[config.mk]
export PLATFORM = sky130hd
export DESIGN_NAME = rvts_ctrl
export DESIGN_NICKNAME = d
export VERILOG_FILES = /design/src/rvts_pkg.sv /design/src/rvts_ctrl.sv
export SDC_FILE = /design/constraint.sdc
export NUM_CORES = 1
export LEC_CHECK = 0
export ABC_AREA = 1
export BUFFER_PORTS_ARGS = -buffer_cell sky130_fd_sc_hd__buf_2
export CAP_MARGIN = 10
export CORE_AREA = 2 2 39 41
export DETAILED_ROUTE_END_ITERATION = 8
export DIE_AREA = 0 0 41 43
export SKIP_CTS_REPAIR_TIMING = 1
export SYNTH_ARGS = -nofsm -noshare
export SYNTH_HDL_FRONTEND = slang
export SYNTH_SLANG_ARGS = --single-unit
[constraint.sdc]
create_clock -name clk -period 2.22 [get_ports clk]
set_input_delay 0.444 -clock clk [delete_from_list [all_inputs] [get_ports clk]]
set_output_delay 0.444 -clock clk [all_outputs]
set_load 0.01 [all_outputs]
[src/rvts_pkg.sv]
// Package: shared types and constants for the realized variance tail share block.
`default_nettype none
package rvts_pkg;

  localparam int MAX_SAMPLES_DEF = 4096;
  localparam int PRICE_W         = 32;
  localparam int WS_W            = 12;
  localparam int SHARE_W         = 17;
  localparam int SUM_W           = 64;
  localparam int LOG_W           = 36;
  localparam int LOG_STEPS       = 30;
  localparam int DIV_STEPS       = 16;

  localparam logic [WS_W-1:0]    WS_RESET   = 12'd360;
  localparam logic [31:0]        LN2_Q32    = 32'd2977044472;
  localparam logic [SUM_W-1:0]   SUM_CAP    = 64'h7FFF_FFFF_FFFF_FFFF;
  localparam logic [30:0]        RET_MAX    = 31'h7FFF_FFFF;
  localparam logic [SHARE_W-1:0] SHARE_ONE  = 17'd65536;

  typedef enum logic [2:0] {
    ST_IDLE,
    ST_LOG,
    ST_RMUL,
    ST_SQ,
    ST_UPD,
    ST_DINIT,
    ST_DSTEP,
    ST_FIN
  } state_t;

  typedef struct packed {
    logic load;
    logic log_step;
    logic ret_mul;
    logic sq_mul;
    logic update;
    logic div_init;
    logic div_step;
    logic finish;
  } cmd_t;

  typedef struct packed {
    logic ok;
    logic do_ret;
    logic last;
    logic log_done;
    logic div_done;
    logic out_free;
  } status_t;

endpackage
`default_nettype wire

[src/rvts_ctrl.sv]
// Controller: sequences log, return, accumulate and (last word) divide steps.
`default_nettype none
module rvts_ctrl (
  input  wire logic             clk,
  input  wire logic             rst_n,
  input  wire logic             in_valid,
  output logic                  in_stall,
  input  rvts_pkg::status_t     sts,
  output rvts_pkg::cmd_t        cmd
);
  import rvts_pkg::*;

  state_t state_r, state_nxt;

  always_ff @(posedge clk) begin
    if (!rst_n) begin
      state_r <= ST_IDLE;
    end else begin
      state_r <= state_nxt;
    end
  end

  always_comb begin
    state_nxt = state_r;
    cmd       = '0;
    in_stall  = 1'b1;
    unique case (state_r)
      ST_IDLE: begin
        in_stall = 1'b0;
        if (in_valid) begin
          cmd.load  = 1'b1;
          state_nxt = ST_LOG;
        end
      end
      ST_LOG: begin
        // skip the log entirely for an invalid price
        if (!sts.ok) begin
          state_nxt = ST_UPD;
        end else if (sts.log_done) begin
          state_nxt = sts.do_ret ? ST_RMUL : ST_UPD;
        end else begin
          cmd.log_step = 1'b1;
        end
      end
      ST_RMUL: begin
        cmd.ret_mul = 1'b1;
        state_nxt   = ST_SQ;
      end
      ST_SQ: begin
        cmd.sq_mul = 1'b1;
        state_nxt  = ST_UPD;
      end
      ST_UPD: begin
        cmd.update = 1'b1;
        state_nxt  = sts.last ? ST_DINIT : ST_IDLE;
      end
      ST_DINIT: begin
        cmd.div_init = 1'b1;
        state_nxt    = ST_DSTEP;
      end
      ST_DSTEP: begin
        if (sts.div_done) begin
          state_nxt = ST_FIN;
        end else begin
          cmd.div_step = 1'b1;
        end
      end
      ST_FIN: begin
        // hold until the output register can take the word
        if (sts.out_free) begin
          cmd.finish = 1'b1;
          state_nxt  = ST_IDLE;
        end
      end
      default: state_nxt = ST_IDLE;
    endcase
  end

endmodule
`default_nettype wire

==> results.md, run 1 <==
- Seq/Total Area, Yosys: 16.96%
- Clock skew: 0.004612 ns
- M1 WL: 387 µm
- DRT Wirelength: approximately 840 µm
- Actual slew at the worst max-slew pin: 0.3476 ns
- Initial Utilization: 25.59%
- Row count: 14
- R2R depth: 7
- Critical Path End Type: output pin
- Relative slew slack: 76.80%
- Chip width: 41 µm
- Fin Setup TNS: 0 ns
- Largest net degree at the start of global routing: 10
- Max clock buf depth: 2
- IR drop worst, VDD: around 0.32 mV
- Initial DRC Count: 8
- Global-route wire length before repair: between 1000 and 1500 µm
- H-tree Lvls: 1
- Reg2reg start: state_r[0]$_SDFFE_PN0P_
- Final global-route overflow total: 0
- CP required: 1.78 ns
- Biggest register: state_r
- Die area: 1763 µm²
- Yosys cell types: 16
- Routed len/inst: ~8.7 µm
- Post-Syn Area: 354.1 µm²
- Routed Antenna Nets: 0
- Hold Fails Final Rpt: 0
- Syn Inst Count: 61
- Max reg flops: 3
- Diodes inserted: 0
- Tcrit/Tclk final: 80.21%
- Minimum clock period: between 1.5 and 2 ns
- Filler cells: 150
- RSZ-0062 raised after global routing: false
- Min-delay worst type: in2reg
- WL met2: 389 µm
- Outcome: completed
- Max Fanout on Critical Path: 8
- Crit path DAT: 1.34 ns
- Non-Filler Instances: 96
- Final core occ: 33.73%
- Reg2reg setup slack: 0.94 ns
- Total track usage: approximately 11%
- Max Cap Violations: 0
- Mean Syn Cell Area: 5.805 µm²
- Root Buffer: clkbuf_4
- Top Registers: state_r: 3 flops
- DRT Pass-1 Iters: 4
- Vias in the first global route: 354
- Via density: 4.323
- Detail Placement HPWL: 704.4 µm
- Fmax: 561.6 MHz
- Via count: 415
- Slew Limit Fails: 0
- CP Class: reg2out
- Synth warn: 0
- CORE AREA: 1384 µm²
- R2r endpoint: state_r[2]$_SDFFE_PN0P_
- Metal3 WL: slightly below 40 µm
- Die Y: ~43 µm
- Clk_lat worst skew: 0.24 ns
- Endpoints failing setup: 0
- Reg clk slew, reported paths: 0.04 ns
- RD Place Congestion: between 0.8 and 0.9
- Seq cells post-synth: 3
- Synth-to-Final Area Change: 31.80%
- Clock buffer count from CTS: 3
- Initial antenna violation count: 0
- Startpoint Class: flip-flop
- End of the critical path: cmd[0]
- CTS sink cnt: 3
- Power Dens Cells: just over 1000 nW/µm²
- DRC errors left: 0
- PortBufs: 17
- Placed instance count: slightly above 90
- Syn nets: 70
- CTS tree: built
- Total Power: between 400 and 500 µW
- DR top layer: met4
- IO Pins: 18
- Share of layout cells above drive strength 1: 42.50%
- Layout Nets: 90
- Pleak: 0.2915 nW
- Worst Setup SP: state_r[1]$_SDFFE_PN0P_
-- placed cells by master, fill, tap and decap left out, drive strengths merged --
cell,instances
nor3,1
dfxtp,3
nor4,1
nand3,9
nand4,1
nor2,10
clkbuf,4
nand2,18
inv,13
buf,17
a21oi,3
-- worst max-delay path, cell delays in order, from the launching register on --
cell and delay [ns]:
dfxtp_1 0.52, inv_2 0.10, nor4_1 0.30, buf_2 0.18
-- cell usage after synthesis --
| cell type | instances | area (µm²) |
|---|---|---|
| nand3_1 | 6 | 30.03 |
| inv_2 | 3 | 11.26 |
| buf_6 | 1 | 11.26 |
| nand2_1 | 15 | 56.30 |
| inv_4 | 1 | 6.260 |
| nand4_1 | 1 | 6.260 |
| a21oi_1 | 3 | 15.01 |
| nor2_1 | 7 | 26.28 |
| nor3_4 | 1 | 16.27 |
| nor2_2 | 3 | 18.77 |
| inv_1 | 9 | 33.78 |
| buf_4 | 1 | 7.510 |
| nand2_2 | 3 | 18.77 |
| nand3_2 | 3 | 30.03 |
| nor4_1 | 1 | 6.260 |
| dfxtp_1 | 3 | 60.06 |
-- metrics by stage --
stage          hold WS, ns  cell area [µm²]  setup WS, ns
2_1_floorplan       0.5598            354.1        0.8061
3_3_place_gp        0.6035            440.4        0.7612
3_5_place_dp        0.6006            440.4        0.6803
4_1_cts             0.4582            466.7        0.4135
5_1_grt             0.4953            466.7        0.3218
6_report            0.4625            466.7        0.4393
-- per-layer routing --
metal  global-route usage, %  vias to the layer above
li1                        -                      226
met1                   14.47                      174
met2                   16.56                       13
met3                   2.094                        2
met4                   6.000                        0
met5                       0                        -
-- layout make-up --
cell class,count,area [µm²],share of cell area [%]
multi-input cells,43,224.0,47.99
repair buffers,17,85.08,18.23
flip-flops and latches,3,60.06,12.87
inverters,13,51.30,10.99
clock buffers,4,26.28,5.630
well taps,16,20.02,4.290
-- where the power goes --
group	leakage, nW	switching, mW	internal (mW)
sequential	0.0246	0.0448	0.0724
combinational	0.252	0.163	0.100
clock	0.0150	0.0336	0.0677
total	0.291	0.241	0.240
-- worst min path at each step --
stage                            startpoint                       to  slack [ns]  cells after the start
floorplan           state_r[2]$_SDFFE_PN0P_  state_r[1]$_SDFFE_PN0P_        0.56                      2
global placement    state_r[2]$_SDFFE_PN0P_  state_r[2]$_SDFFE_PN0P_        0.60                      2
detailed placement  state_r[2]$_SDFFE_PN0P_  state_r[1]$_SDFFE_PN0P_        0.60                      2
CTS                                   rst_n  state_r[1]$_SDFFE_PN0P_        0.46                      3
global route                          rst_n  state_r[2]$_SDFFE_PN0P_        0.50                      3
finish                                rst_n  state_r[1]$_SDFFE_PN0P_        0.46                      3
-- logic make-up after synthesis --
family	count (synthesis)	synth area share, %
AND/OR/NAND/NOR	40	59.02
buffers and inverters	15	19.79
flip-flops	3	16.96
AO/OA/AOI/OAI	3	4.239
Note: power is estimated with default switching activity, not from simulation.
==> run 2: changes to the inputs <==
- ABC_AREA: 1 -> 0
- clock period: 2.22 -> 1.5 ns (I/O delays scaled with it)
==> run 2 against run 1 <==
Non-clock buffer count grew 6. Clock power grew 37%. Flip-flop and latch count is the same. Sequential power shrank 23%. Critical endpoint is now cmd[7]. Highest routed layer is now met3. Setup slack lost 0.43 ns. Count of clock-buffer cells in the layout is the same.
==> results.md, run 2 <==
- Slowest stage delay, CP: 0.39 ns
- CP Class: reg2out
- PortBufs: 17
- Fmax: 672.9 MHz
- Relative slew slack: 82.59%
- Seq cells post-synth: 3
- Syn Inst Count: 37
- Clock buffer count from CTS: 3
- Post-synth top area cell: dfxtp_1
- Cell family with most CP delay: simple AND/OR/NAND/NOR gates
- DRT Pass-1 Iters: 2
- Slowest CP cell: or3_4
- Power Dens Cells: 684.2 nW/µm²
- Clock Power Share: 43.2%
- Part of the power in registers: around 28%
- Initial antenna violation count: 0
- Synth-to-Final Area Change: 56.07%
- Minimum clock period: 1.486 ns
- Share of layout cells above drive strength 1: 56.45%
- Via count: roughly 360
- Post-Syn Area: 299.0 µm²
- Synth warn: 0
- CORE AREA: 1384 µm²
- Most common cell after layout, fill and taps aside: buf_2
- Critical path, cell by cell: or3_4 > nor2_1 > buf_2
- CTS sink cnt: 3
- Total track usage: under 10%
- Endpoints failing setup: 0
- Register area: roughly 70 µm²
- Outcome: completed
- Clk_lat worst skew: 0.23 ns
- Biggest register: state_r
- Hold Fails Final Rpt: 0
- RD Place Congestion: 0.6641
- Chip width: 41 µm
- Multi-input gate area: about 220 µm²
- Seq/Total Area, Yosys: 20.08%
- Initial DRC Count: 3
- CP required: 1.20 ns
- H-tree Lvls: 1
- Tcrit/Tclk final: 99.07%
- Min-delay worst type: in2reg
- Actual slew at the worst max-slew pin: 0.2607 ns
- Reg clk slew, reported paths: 0.03 ns
- Detail Placement HPWL: 562.8 µm
- Hold WS: about 0.34 ns
- Fin Setup TNS: 0 ns
- Post-synth EDFFs: 0
- Final core occ: 33.73%
- Global-route wire length before repair: about 1100 µm
- Row count: 14
- Final global-route overflow total: 0
- Top cells by area, synth: dfxtp_1 (20%), nor3b_1 (7.5%), mux2i_1 (6.7%), a2111oi_2 (5.0%), buf_4 (5.0%)
- Top Registers: state_r: 3 flops
- Die Y: 43 µm
- Top cell type's share of synthesized area: 20.08%
- Clock skew: 0.0004065 ns
- Routed len/inst: 9.731 µm
- Post-synth ARST share: 0%
- Crit path DAT: 1.19 ns
- Worst path buffer plus inverter count: 1
- Syn nets: 46
- RSZ-0062 raised after global routing: true
- Switching Fraction: 27.38%
- Vias in the first global route: 281
- Yosys cell types: 25
- IR drop worst, VDD: 0.3714 mV
- Max clock buf depth: 2
- Largest net degree at the start of global routing: 15
- CTS tree: built
- Startpoint Class: flip-flop
- Filler cells: about 150
- Sw Pwr: 87.42 µW
- Via density: about 4.6
- Root Buffer: clkbuf_4
- Commonest non-fill, non-tap cells in the layout: buf_2 (17), buf_4 (5)
- Max Cap Violations: 0
- Pleak: 0.2164 nW
- Max Fanout on Critical Path: 6
- Die area: roughly 1800 µm²
- Synth Flop Type: dfxtp_1
- Initial Utilization: 21.61%
- List of most frequent post-synthesis cells: dfxtp_1 (3), nand2_1 (3), nor2_1 (3), nor3b_1 (3)
- Max reg flops: 3
- Routed Antenna Nets: 0
- Diodes inserted: 0
- P_int: between 200 and 250 µW
- Comb power frac: between 20 and 30%
- Critical Path End Type: output pin
- Layout Nets: just over 70
- Mean Syn Cell Area: between 8 and 9 µm²
- IO Pins: 18
- Slew Limit Fails: 0
- DRT Wirelength: approximately 760 µm
- DRC errors left: 0
## run 2: changes by cell type after synthesis, sizes merged, moves of 2 or more
cell / before / now
nand3: 9 / 1
inv: 13 / 2
nand2: 18 / 3
nor2: 10 / 4
o22ai: 0 / 2
mux2i: 0 / 2
nor3b: 0 / 3
## run 2: through the flow
step / setup WS (ns) / instances / area (µm²) / total power, mW
after CTS: -0.1303 / 74 / 430.4 / 0.3216
after detailed placement: 0.1221 / 70 / 404.1 / 0.1763
after floorplan: 0.2435 / 37 / 299.0 / 0.1436
after global placement: 0.1371 / 70 / 404.1 / 0.1750
final: 0.01390 / 78 / 466.7 / 0.3193
after global routing: -0.01417 / 78 / 466.7 / 0.3375
## run 2: cell type report
cell class | count | area share (%)
Multi-Input combinational cell | 30 | 46.38
Timing Repair Buffer | 23 | 27.35
Sequential cell | 3 | 14.75
Clock buffer | 4 | 5.630
Tap cell | 16 | 4.290
Inverter | 2 | 1.609
## run 2: final timing paths
| path | depth (start not counted) | slack (ns) | start | end |
|---|---|---|---|---|
| worst max-delay path | 3 | 0.01 | state_r[2]$_SDFFE_PN0P_ | cmd[7] |
| worst min-delay path | 2 | 0.34 | rst_n | state_r[1]$_SDFFE_PN0P_ |
| worst max register to register | 5 | 0.18 | state_r[2]$_SDFFE_PN0P_ | state_r[2]$_SDFFE_PN0P_ |
| worst min register to register | 2 | 0.66 | state_r[1]$_SDFFE_PN0P_ | state_r[1]$_SDFFE_PN0P_ |
## run 2: power by group through the flow
stage	registers, mW	logic, mW	clock network (mW)
4_1_cts	0.0933	0.0819	0.146
3_5_place_dp	0.0947	0.0816	0
5_1_grt	0.0905	0.100	0.147
2_1_floorplan	0.0910	0.0527	0
6_report	0.0899	0.0914	0.138
3_3_place_gp	0.0940	0.0811	0
## run 2: routing by layer
metal / global-route usage, % / wire length (µm) / vias up
met3: 3.141 / 37 / 0
met2: 12.19 / 352 / 7
met1: 11.82 / 370 / 163
met4: 4.000 / 0 / 0
met5: 0 / 0 / -
li1: - / - / 187
## run 2: cells by family after synthesis
kind of cell | share of synthesized area (%)
buf+inv | 7.528
mux | 11.71
flops | 20.08
compound gates | 24.69
simple gates | 35.99
## run 2: worst reg2reg max path: stages, from the launching register on
cell and delay (ns):
dfxtp_4 0.35, or3_4 0.39, buf_4 0.14, nor2_2 0.09, a2111oi_2 0.05, a31o_1 0.18
